==> src/sv/dna2aa_pkg.sv <==
`timescale 1ns / 1ps
`default_nettype none
// dna2aa_pkg: letter codes, result kinds and the standard codon table
// for the dna to amino acid translator. No dependencies.
package dna2aa_pkg;

    typedef logic [7:0] char_t;

    typedef enum logic [1:0] {
        KIND_CODON = 2'd0,
        KIND_BAD   = 2'd1,
        KIND_END   = 2'd2
    } kind_t;

    localparam char_t CHAR_A    = 8'h41;
    localparam char_t CHAR_C    = 8'h43;
    localparam char_t CHAR_G    = 8'h47;
    localparam char_t CHAR_T    = 8'h54;
    localparam char_t CHAR_U    = 8'h55;
    localparam char_t CHAR_BAD  = 8'h3F;
    localparam char_t AMINO_UNK = 8'h5A;

    // index = 16*first + 4*second + third, letters ordered U, C, A, G
    localparam logic [8*64-1:0] CODE_TABLE =
        {"FFLLSSSSYYZZCCZW", "LLLLPPPPHHQQRRRR",
         "IIIMTTTTNNKKSSRR", "VVVVAAAADDEEGGGG"};

    // dna base to mrna letter
    function automatic char_t to_mrna(input char_t base);
        char_t r;
        case (base)
            CHAR_A:  r = CHAR_U;
            CHAR_T:  r = CHAR_A;
            CHAR_C:  r = CHAR_G;
            CHAR_G:  r = CHAR_C;
            default: r = CHAR_BAD;
        endcase
        return r;
    endfunction

    // bit 2 set for a letter outside U, C, A, G
    function automatic logic [2:0] letter_index(input char_t l);
        logic [2:0] r;
        case (l)
            CHAR_U:  r = 3'd0;
            CHAR_G:  r = 3'd3;
            CHAR_A:  r = 3'd2;
            default: r = 3'd4;
        endcase
        if (l == CHAR_C) begin
            r = 3'd1;
        end
        return r;
    endfunction

    function automatic char_t lookup(input char_t a, input char_t b, input char_t c);
        logic [2:0] i;
        logic [2:0] j;
        logic [2:0] k;
        logic [5:0] idx;
        char_t      r;
        i   = letter_index(a);
        j   = letter_index(b);
        k   = letter_index(c);
        idx = {i[1:0], j[1:0], k[1:0]};
        if (i[2] || j[2] || k[2]) begin
            r = AMINO_UNK;
        end else begin
            r = CODE_TABLE[8*(6'd63 - idx) +: 8];
        end
        return r;
    endfunction

endpackage
`default_nettype wire

==> src/sv/dna_to_amino_acid_translator.sv <==
`timescale 1ns / 1ps
`default_nettype none
// dna_to_amino_acid_translator: input register, codon logic, result register.
// Depends on dna2aa_pkg for letter codes and the codon table.
//
// Usage: one ascii dna base per request on s_dna_base, s_strand_end high on
// the last base of a strand. Bases are mapped to mrna letters and every third
// letter completes a codon, reported on the m_ channel with its amino acid.
// A stop or invalid codon gives 'Z' with kind bad and halts the strand until
// its last base; the last base always gives exactly one result (kind end with
// zero letters when no codon completes there).
// m_valid rises when the codon step writes a result into the result register.
// Throughput: one base per cycle unless the receiver stalls, set by the single
// codon step between the input register and the result register; bases that
// give no result still pass through that step.
// Reset (aresetn low, synchronous) empties both registers and starts a new
// strand. When the receiver stalls, the result register holds, the input
// register keeps one more base and s_ready drops after that.
module dna_to_amino_acid_translator
    import dna2aa_pkg::*;
(
    input  wire logic       aclk,
    input  wire logic       aresetn,
    input  wire logic       s_valid,
    output logic            s_ready,
    input  wire logic [7:0] s_dna_base,
    input  wire logic       s_strand_end,
    output logic            m_valid,
    input  wire logic       m_ready,
    output logic [7:0]      m_codon_first,
    output logic [7:0]      m_codon_second,
    output logic [7:0]      m_codon_third,
    output logic [7:0]      m_amino_acid,
    output logic [1:0]      m_result_kind,
    output logic            m_last_of_strand
);

    logic  in_valid_reg;
    char_t in_letter_reg;
    logic  in_end_reg;

    char_t held0_reg, held0_next;
    char_t held1_reg, held1_next;
    logic [1:0] pos_reg, pos_next;
    logic  halted_reg, halted_next;

    logic  out_valid_reg;
    char_t out_first_reg, out_first_next;
    char_t out_second_reg, out_second_next;
    char_t out_third_reg, out_third_next;
    char_t out_amino_reg, out_amino_next;
    kind_t out_kind_reg, out_kind_next;
    logic  out_last_reg;
    logic  produce;
    logic  advance;
    char_t amino;

    // the step may run whenever the result slot is free or being emptied
    assign advance = in_valid_reg && (!out_valid_reg || m_ready);
    assign s_ready = !in_valid_reg || advance;

    assign amino = lookup(held0_reg, held1_reg, in_letter_reg);

    always_comb begin
        held0_next      = held0_reg;
        held1_next      = held1_reg;
        pos_next        = pos_reg;
        halted_next     = halted_reg;
        out_first_next  = held0_reg;
        out_second_next = held1_reg;
        out_third_next  = in_letter_reg;
        out_amino_next  = amino;
        out_kind_next   = KIND_CODON;
        produce         = 1'b0;
        if (halted_reg || pos_reg < 2'd2) begin
            if (!halted_reg) begin
                if (pos_reg[0]) begin
                    held1_next = in_letter_reg;
                end else begin
                    held0_next = in_letter_reg;
                end
                pos_next = pos_reg + 2'd1;
            end
            out_first_next  = '0;
            out_second_next = '0;
            out_third_next  = '0;
            out_amino_next  = '0;
            out_kind_next   = KIND_END;
            produce         = in_end_reg;
            if (in_end_reg) begin
                pos_next    = 2'd0;
                halted_next = 1'b0;
            end
        end else begin
            produce  = 1'b1;
            pos_next = 2'd0;
            if (amino == AMINO_UNK) begin
                out_kind_next = KIND_BAD;
                halted_next   = !in_end_reg;
            end
        end
    end

    always_ff @(posedge aclk) begin
        if (!aresetn) begin
            in_valid_reg  <= 1'b0;
            out_valid_reg <= 1'b0;
            pos_reg       <= 2'd0;
            halted_reg    <= 1'b0;
        end else begin
            if (s_ready) begin
                in_valid_reg <= s_valid;
            end
            if (advance) begin
                pos_reg       <= pos_next;
                halted_reg    <= halted_next;
                out_valid_reg <= produce;
            end else if (m_ready) begin
                out_valid_reg <= 1'b0;
            end
        end
    end

    always_ff @(posedge aclk) begin
        if (s_ready && s_valid) begin
            in_letter_reg <= to_mrna(s_dna_base);
            in_end_reg    <= s_strand_end;
        end
        if (advance) begin
            held0_reg <= held0_next;
            held1_reg <= held1_next;
            if (produce) begin
                out_first_reg  <= out_first_next;
                out_second_reg <= out_second_next;
                out_third_reg  <= out_third_next;
                out_amino_reg  <= out_amino_next;
                out_kind_reg   <= out_kind_next;
                out_last_reg   <= in_end_reg;
            end
        end
    end

    assign m_valid          = out_valid_reg;
    assign m_codon_first    = out_first_reg;
    assign m_codon_second   = out_second_reg;
    assign m_codon_third    = out_third_reg;
    assign m_amino_acid     = out_amino_reg;
    assign m_result_kind    = out_kind_reg;
    assign m_last_of_strand = out_last_reg;

endmodule
`default_nettype wire

==> config.mk <==
export PLATFORM = sky130hd
export DESIGN_NAME = dna_to_amino_acid_translator
export DESIGN_NICKNAME = d
export VERILOG_FILES = /design/src/sv/dna2aa_pkg.sv /design/src/sv/dna_to_amino_acid_translator.sv
export SDC_FILE = /design/constraint.sdc
export NUM_CORES = 1
export LEC_CHECK = 0
export BUFFER_PORTS_ARGS = -buffer_cell sky130_fd_sc_hd__buf_2
export CAP_MARGIN = 20
export CORE_ASPECT_RATIO = 1.5
export CORE_UTILIZATION = 40
export CTS_CLUSTER_DIAMETER = 100
export CTS_CLUSTER_SIZE = 16
export DETAILED_ROUTE_END_ITERATION = 16
export MAX_ROUTING_LAYER = met4
export PLACE_DENSITY = 0.7
export REMOVE_ABC_BUFFERS = 1
export SLEW_MARGIN = 20
export SYNTH_ARGS = -nofsm -noshare
export SYNTH_HDL_FRONTEND = slang
export SYNTH_SLANG_ARGS = --single-unit
==> constraint.sdc <==
create_clock -name aclk -period 3.99 [get_ports aclk]
set_clock_uncertainty 0.2 [all_clocks]
set_input_delay 0.798 -clock aclk [delete_from_list [all_inputs] [get_ports aclk]]
set_output_delay 0.798 -clock aclk [all_outputs]
set_load 0.01 [all_outputs]
# --- Word-level counts from Yosys, hierarchy flattened ---
# Index checks and enable logic that the tools add are counted.
totals:
  ff_bits: 65
  output_inout_bits: 37
  inputBits: 13
  elab_cells: 74
classes:
  reduce_logical: 17
  shifts: 1
  magnitude_cmp: 1
  bitwise_logic: 2
  muxes: 18
  eq_ne: 19
  n_addsub: 2
ops:
  columns: ["op", "count"]
  rows:
  - ["$shiftx 512x33->8 const A", 1]
  - ["$eq 8x7->1 const B", 17]
  - ["$pmux 7 s4", 1]
  - ["$pmux 3 s3", 3]
  - ["$mux 3", 3]
  - ["$mux 8", 1]
  - ["$reduce_and 4->1", 2]
  - ["$mux 1", 7]
  - ["$sub 6x6->7 const A", 1]
  - ["$mux 2", 3]
  - ["$logic_or 1x1->1", 5]
  - ["$reduce_and 2->1", 2]
  - ["$reduce_bool 2->1", 2]
  - ["$logic_not 1->1", 3]
  - ["$ne 3x3->1 const B", 1]
  - ["$reduce_and 3->1", 1]
  - ["$add 2x1->2 const B", 1]
  - ["$logic_and 1x1->1", 2]
  - ["$lt 2x2->1 const B", 1]
  - ["$ne 2x2->1 const B", 1]
  - ["$not 1->1", 2]

# --- Depth between registers and ports, before layout ---
# Gate-level depths: netlist of the first run.
logic_depth:
  ltp_word: 9
  depth_mapped: 10

# --- Worst setup path after synthesis of the first run ---
# No wires, ideal clock.
synth_timing:
  path_type: "reg2reg"
  start: "reg in_letter_reg[4]"
  end: "reg out_kind_reg[0], in the netlist m_result_kind[0] (data pin)"
  t_required_ns: 3.522
  path_slack_ns: 1.082
  setup_ns: 0.268
  n_path_buf: 0
  path_stages_with_launch: 9
  t_arrival_ns: 2.440
  path_cell_list: "edfxtp_1 nor3b_2 o21ai_0 ha_1 maj3_1 o211a_1 a2111oi_1 or4_1 nor2_1"
synth_via:
  elab_chain_cells: 8
  elab_cells_between_ends: 12
synth_rtl:
  columns: ["item", "line", "text"]
  rows:
  - ["start, declared", "dna_to_amino_acid_translator.sv:39", "char_t in_letter_reg;"]
  - ["start signal, assigned", "dna_to_amino_acid_translator.sv:126", "in_letter_reg <= to_mrna(s_dna_base);"]
  - ["$eq 8x7->1", "dna2aa_pkg.sv:44", "case (l)"]
  - ["$pmux 3 s3", "dna2aa_pkg.sv:44", null]
  - ["$mux 3 (*)", "dna2aa_pkg.sv:50", "if (l == CHAR_C) begin"]
  - ["$sub 6x6->7", "dna2aa_pkg.sv:69", "r = CODE_TABLE[8*(6'd63 - idx) +: 8];"]
  - ["$shiftx 512x33->8", "dna2aa_pkg.sv:69", null]
  - ["$mux 8 (*)", "dna2aa_pkg.sv:66", "if (i[2] || j[2] || k[2]) begin"]
  - ["$eq 8x7->1 (*)", "dna_to_amino_acid_translator.sv:97", "if (amino == AMINO_UNK) begin"]
  - ["$mux 1 (*)", "dna_to_amino_acid_translator.sv:97", null]
  - ["end signal, assigned", "dna_to_amino_acid_translator.sv:137", "out_kind_reg <= out_kind_next;"]
  - ["end, declared", "dna_to_amino_acid_translator.sv:52", "kind_t out_kind_reg, out_kind_next;"]
# Mark *: on every way between the ends. The rest lies on a longest branch, timed or not.
# A chain may end at the register's enable or synchronous reset.

# --- Worst setup path in the final report of the first run ---
# Same ends and word-level chain as after synthesis.

==> results.json, run 1 <==
{
  "cp-startpoint": "in_letter_reg[4]",
  "max_stage_delay_ps": 540,
  "floorplan.rows": 34,
  "ys.flop_type": "edfxtp_1",
  "critPathSlowestCell": "a2111oi_1",
  "clockRootBuffer": "clkbuf_8",
  "startpoint_type": "flop",
  "coreArea_mm2": 0.00583,
  "ys_async_sr_fraction_pct": 0,
  "status": "complete, no violations",
  "hold_buffers": 0,
  "max-cap-violations": 0,
  "drt_wl_total_um": 4720,
  "diodes": 0,
  "clk_path_buf_depth": 2,
  "cts_resized": 0,
  "path_class": "reg -> reg",
  "slew_headroom_pct": 44.6,
  "grt_max_degree": 25,
  "dr_total_vias": 1708,
  "via_per_inst": 5.24,
  "placed_cells": 318,
  "antenna_left": 0,
  "grt.overflow.total": 0,
  "post-route-period-util_pct": 85.5,
  "die_y_um": 97.5,
  "cts_sinks": 45,
  "synthesis.area_mm2": 0.00243,
  "worst_ep_arrival_time_ps": 3250,
  "r2r-end": "m_result_kind[0]",
  "pin_count": 50,
  "finalHoldViolations": 0,
  "die_x_um": 65.6,
  "synthCells": 215,
  "min_period_ps": 3410,
  "drt-initial-drc-count": 91,
  "htree_levels": 2,
  "synth_top_area_cell": "edfxtp_1",
  "reg2reg_depth": 8,
  "path_cells": "nor3b_2, o21ai_0, ha_1, maj3_1, o211a_1, a2111oi_1, or4_1, nor2_1",
  "cts_tree": "built",
  "firstDrtPassIters": 4,
  "synth_edf_count": 40,
  "hold_slack_ps": 306,
  "wl_per_cell_um": 14.5,
  "path_max_fanout": 6,
  "remaining_drc_errors": 0,
  "fill_cells": 538,
  "port-buffer-count": 44,
  "placed_cell_area_mm2": 0.00264,
  "cts_inserted_buffers": 5,
  "grt_pass1_vias": 1662,
  "critPathCaptureType": "flop",
  "fin_cells": 326,
  "dieArea_mm2": 0.00640,
  "rrSetupSlack_ps": 580,
  "critPathRequiredTime_ps": 3830,
  "layout-drive-gt1-share_pct": 25.6,
  "insertion_delay_ps": 300,
  "endpoint": "m_result_kind[0]",
  "ys_seq_area_share_pct": 53.6,
  "cts_setup_buffers": 0,
  "grt_first_pass_wirelength_um": 7870,
  "max-vdd-ir-drop_v": 0.000227,
  "setup_tns_ps": 0,
  "routabilityCongestion": 0.838,
  "worst_slack_ps": 580,
  "reg2reg_from": "in_letter_reg[4]",
  "preCtsSetupSlack_ps": 669,
  "synth_seq_cells": 45,
  "holdPathStages": 0,
  "rsz0062_at_grt": "false",
  "area_growth_pct": 13.9,
  "synth.area.top_cells": "edfxtp_1 (49%), and2_1 (4.1%), dfxtp_1 (4.1%)",
  "p_leak_nw": 1.00,
  "antenna_found_initial": 0,
  "start_util_pct": 41.7,
  "yosysTopAreaCellShare_pct": 49.4,
  "path_clk_slew_ps": 90,
  "yosysUniqueCellTypes": 56,
  "setup_viol": 0,
  "holdCritPathClass": "reg -> reg",
  "worst_slew_pin_slew_ps": 830,
  "hpwl_um": 3570,
  "max_freq_mhz": 293,
  "avgSynthCellArea_um2": 11.3,
  "design_area_mm2": 0.00277,
  "nets": 274,
  "largest_register_ffs": 6,
  "power_density_mw_per_mm2": 339,
  "yosys_warnings": 0,
  "maxSlewViolCount": 0,
  "grt_util_all_layers_pct": 16.6
}
-- how the worst min path moves through the flow --
stage	from	end	slack (ps)
finish	in_end_reg	m_last_of_strand	310
global route	in_end_reg	m_last_of_strand	310
CTS	in_end_reg	m_last_of_strand	290
detailed placement	in_end_reg	m_last_of_strand	270
global placement	in_end_reg	m_last_of_strand	260
floorplan	in_end_reg	m_last_of_strand	240
-- metal layers --
layer / part of all wire [%] / vias to the layer above / routed length (um) / global-route usage [%]
met5: 0 / - / 0 / -
met4: 3.8 / 0 / 178 / 8.70
met3: 3.4 / 15 / 161 / 2.70
met2: 53 / 59 / 2510 / 28.2
met1: 39 / 796 / 1860 / 17.9
li1: - / 838 / - / -
-- synthesized netlist by cell type, types with 4 or more instances --
| master | instances |
|---|---|
| ha_1 | 8 |
| nand3_1 | 5 |
| inv_1 | 10 |
| nand2b_1 | 4 |
| a21oi_1 | 7 |
| nand2_1 | 6 |
| o21ai_0 | 8 |
| buf_4 | 12 |
| nor2b_1 | 5 |
| nor3_1 | 4 |
| dfxtp_1 | 5 |
| and2_1 | 16 |
| nor2_1 | 17 |
| clkbuf_1 | 4 |
| edfxtp_1 | 40 |
| nand4_1 | 4 |
-- final cells by class --
class | instances | area (um2) | share of cell area, %
sequential | 45 | 1300 | 47.0
multi-input combinational | 144 | 983 | 35.5
timing repair buffer | 45 | 228 | 8.23
tap | 72 | 90.1 | 3.26
clock buffer | 5 | 68.8 | 2.49
clock inverter | 3 | 50.0 | 1.81
inverter | 12 | 45.0 | 1.63
-- stage by stage --
step	util [%]	power, mW
finish	47.5	0.939
global route	47.5	0.973
CTS	47.4	0.943
detailed placement	45.3	0.598
global placement	45.3	0.596
floorplan	-	0.573
-- power by group --
group / switching (mW) / internal [mW]
registers: 0.00845 / 0.524
clock network: 0.160 / 0.192
logic: 0.0329 / 0.0218
-- critical path, delay by kind of cell (launching register included) --
family / cells / cell delay, ps
AND/OR/NAND/NOR: 3 / 710
AO/OA/AOI/OAI: 3 / 1090
flip-flops: 1 / 490
adder cells (fa/ha/maj): 2 / 660
-- cells in the final DEF (no fill, tap or decap), types with 3 or more instances in the layout --
cell      count
nand2_1       6
nor2_1       17
a21oi_1       7
xnor2_1       3
clkbuf_8      5
and2_1       16
nor3_1        4
o21ai_0       8
edfxtp_1     40
nand3_1       5
maj3_1        3
ha_1          8
buf_2        44
nor2b_1       5
xor2_1        3
o21a_1        3
nand2b_1      4
inv_1        10
nand4_1       4
conb_1        5
dfxtp_1       5
o211ai_1      3
-- cell families (layout without fill, tap and decap cells) --
kind of cell               after synthesis  in the layout  share of synthesized area, %
AOI/OAI and AO/OA                       41             41                          11.7
and+or+nand+nor                         81             81                          20.2
other                                    1              5                         0.154
adders and majority gates               11             11                          5.36
DFF                                     45             45                          53.6
buffers and inverters                   30             65                          6.85
xor gates and xnor gates                 6              6                          2.16
No activity file was read; power rests on OpenSTA's default activity.
==> run 2: changes to the inputs <==
Settings changed: ABC_AREA from default to 1, CTS_BUF_LIST from default to sky130_fd_sc_hd__clkbuf_4 sky130_fd_sc_hd__clkbuf_8.
==> run 2 against run 1 <==
Critical path depth increased by 9. Setup slack improved by 860 ps. Via count increased by 9.2%. Combinational power increased by 3%. Clock-buffer cell count increased by 1. Cell count increased by 17%. Power about the same. First-iteration DRC count decreased by 16%. Largest cell class unchanged.
==> results.json, run 2 <==
{
  "status": "complete, no violations",
  "worst_slew_pin_slew_ps": 770,
  "clockRootBuffer": "clkbuf_8",
  "ys_async_sr_fraction_pct": 0,
  "min_from": "pos_reg[1]",
  "holdCritPathClass": "reg -> reg",
  "insertion_delay_ps": 300,
  "synth_edf_count": 40,
  "yosys_warnings": 0,
  "avgSynthCellArea_um2": 9.01,
  "yosysTopAreaCellShare_pct": 50.1,
  "yosysUniqueCellTypes": 27,
  "max_freq_mhz": 392,
  "synth.area.top_cells": "edfxtp_1 (50%), nand2_1 (8.9%), nor2_1 (7.5%)",
  "setup_viol": 0,
  "port-buffer-count": 44,
  "max-cap-violations": 0,
  "synth_top_area_cell": "edfxtp_1",
  "grt_first_pass_wirelength_um": 7620,
  "synthesis.area_mm2": 0.00240,
  "die_y_um": 96.8,
  "grt_max_degree": 23,
  "multi_input_area_um2": 866,
  "dieArea_mm2": 0.00631,
  "path_max_fanout": 4,
  "ys_seq_area_share_pct": 54.3,
  "startpoint_type": "flop",
  "hold_buffers": 0,
  "drt_wl_total_um": 4680,
  "layout-drive-gt1-share_pct": 23.2,
  "finalHoldViolations": 0,
  "reg2reg_from": "in_letter_reg[5]",
  "power_density_mw_per_mm2": 341,
  "firstDrtPassIters": 4,
  "cts_setup_buffers": 0,
  "drt-initial-drc-count": 76,
  "htree_levels": 2,
  "ys.flop_type": "edfxtp_1",
  "synth_seq_cells": 45,
  "cts_resized": 0,
  "mostFrequentLayoutCells": "nand2_1 (57), nor2_1 (48), buf_2 (44)",
  "nets": 330,
  "coreArea_mm2": 0.00579,
  "grt_pass1_vias": 1773,
  "dr_total_vias": 1865,
  "rsz0062_at_grt": "false",
  "rrSetupSlack_ps": 1440,
  "pin_count": 50,
  "floorplan.rows": 34,
  "synthMostInstantiatedCell": "nand2_1",
  "critPathCaptureType": "flop",
  "hpwl_um": 3520,
  "max-vdd-ir-drop_v": 0.000219,
  "diodes": 0,
  "wl_per_cell_um": 12.3,
  "cts_tree": "built",
  "worst_slack_ps": 1440,
  "synthTopCellsByCount": "nand2_1 (57), nor2_1 (48), edfxtp_1 (40), inv_1 (38)",
  "grt_util_all_layers_pct": 16.5,
  "start_util_pct": 41.4,
  "antenna_found_initial": 0,
  "synthCells": 266,
  "largest_register_ffs": 6,
  "maxSlewViolCount": 0,
  "remaining_drc_errors": 0,
  "final_common_cell": "nand2_1",
  "min_period_ps": 2550,
  "setup_tns_ps": 0,
  "worst_ep_arrival_time_ps": 2550,
  "area_growth_pct": 15.1,
  "slew_headroom_pct": 48.6,
  "critPathRequiredTime_ps": 3990,
  "cts_sinks": 45,
  "path_clk_slew_ps": 80,
  "antenna_left": 0,
  "regArea_mm2": 0.00130,
  "fill_cells": 602,
  "path_class": "reg -> reg",
  "cp-startpoint": "in_letter_reg[5]",
  "grt.overflow.total": 0,
  "die_x_um": 65.2,
  "routabilityCongestion": 0.884,
  "post-route-period-util_pct": 63.9,
  "clk_path_buf_depth": 2,
  "preCtsSetupSlack_ps": 1400,
  "p_leak_nw": 1.26,
  "via_per_inst": 4.88,
  "cts_inserted_buffers": 5
}
run 2: changes by cell type after synthesis, moves of 5 or more:
| cell | delta |
|---|---|
| and2_1 | -16 |
| inv_1 | +28 |
| nand2_1 | +51 |
| nand3_1 | +6 |
| nor2_1 | +31 |
| nor2b_1 | -5 |
| o21ai_0 | -5 |
run 2: kinds of logic (layout without fill, tap and decap cells):
family                     after synthesis  in the layout  synth area share [%]
AOI/OAI and AO/OA                       15             15                  3.55
adders and majority gates                8              8                  4.18
buffers and inverters                   55             95                  10.3
DFF                                     45             45                  54.3
other                                    1              5                 0.157
and+or+nand+nor                        142            142                  27.5
run 2: layout make-up:
| class | instances | share of cell area [%] |
|---|---|---|
| Inverter | 42 | 5.72 |
| Sequential cell | 45 | 47.2 |
| Clock inverter | 2 | 1.41 |
| Tap cell | 72 | 3.27 |
| Clock buffer | 6 | 2.77 |
| Timing Repair Buffer | 45 | 8.26 |
| Multi-Input combinational cell | 170 | 31.4 |
run 2: per-stage QoR:
stage / util (%) / std cells / total power [mW] / hold WS [ps] / instance area, um2
after floorplan: - / 257 / 0.574 / 245 / 2320
after global placement: 45.7 / 374 / 0.597 / 256 / 2640
after detailed placement: 45.7 / 374 / 0.599 / 266 / 2640
after CTS: 47.7 / 382 / 0.948 / 278 / 2760
after global routing: 47.7 / 382 / 0.972 / 297 / 2760
final: 47.7 / 382 / 0.939 / 275 / 2760
run 2: path summary, 6_finish.rpt:
path / cells after the start / endpoint
setup / recovery: 17 / halted_reg
hold reg to reg: 2 / pos_reg[1]
hold / removal: 2 / pos_reg[1]
setup reg to reg: 17 / halted_reg
run 2: worst max-delay path, cell delays in order, from the launching register on:
cell and delay [ps]:
edfxtp_1 450, inv_1 140, nand3_1 130, nor2_1 260, inv_1 130, ha_1 190
nand2_1 60, nand3_1 100, nor2_1 160, nor2_1 70, nand2_1 60, nand2_1 60
nor2_1 160, nor2_2 70, nand3_1 60, nand2_1 50, inv_1 40, nor2_1 40
run 2: power by group:
part	switching (mW)	internal [mW]	total, mW
clock network	0.157	0.195	0.352
logic	0.0376	0.0186	0.0562
registers	0.00715	0.524	0.531
run 2: metal layers:
metal  track usage (%)  up-vias  routed length [um]
li1                  -      928                   -
met1              14.8      866                1690
met2              30.8       61                2650
met3              3.18       10                 220
met4              9.03        0                 124
met5                 -        -                   0
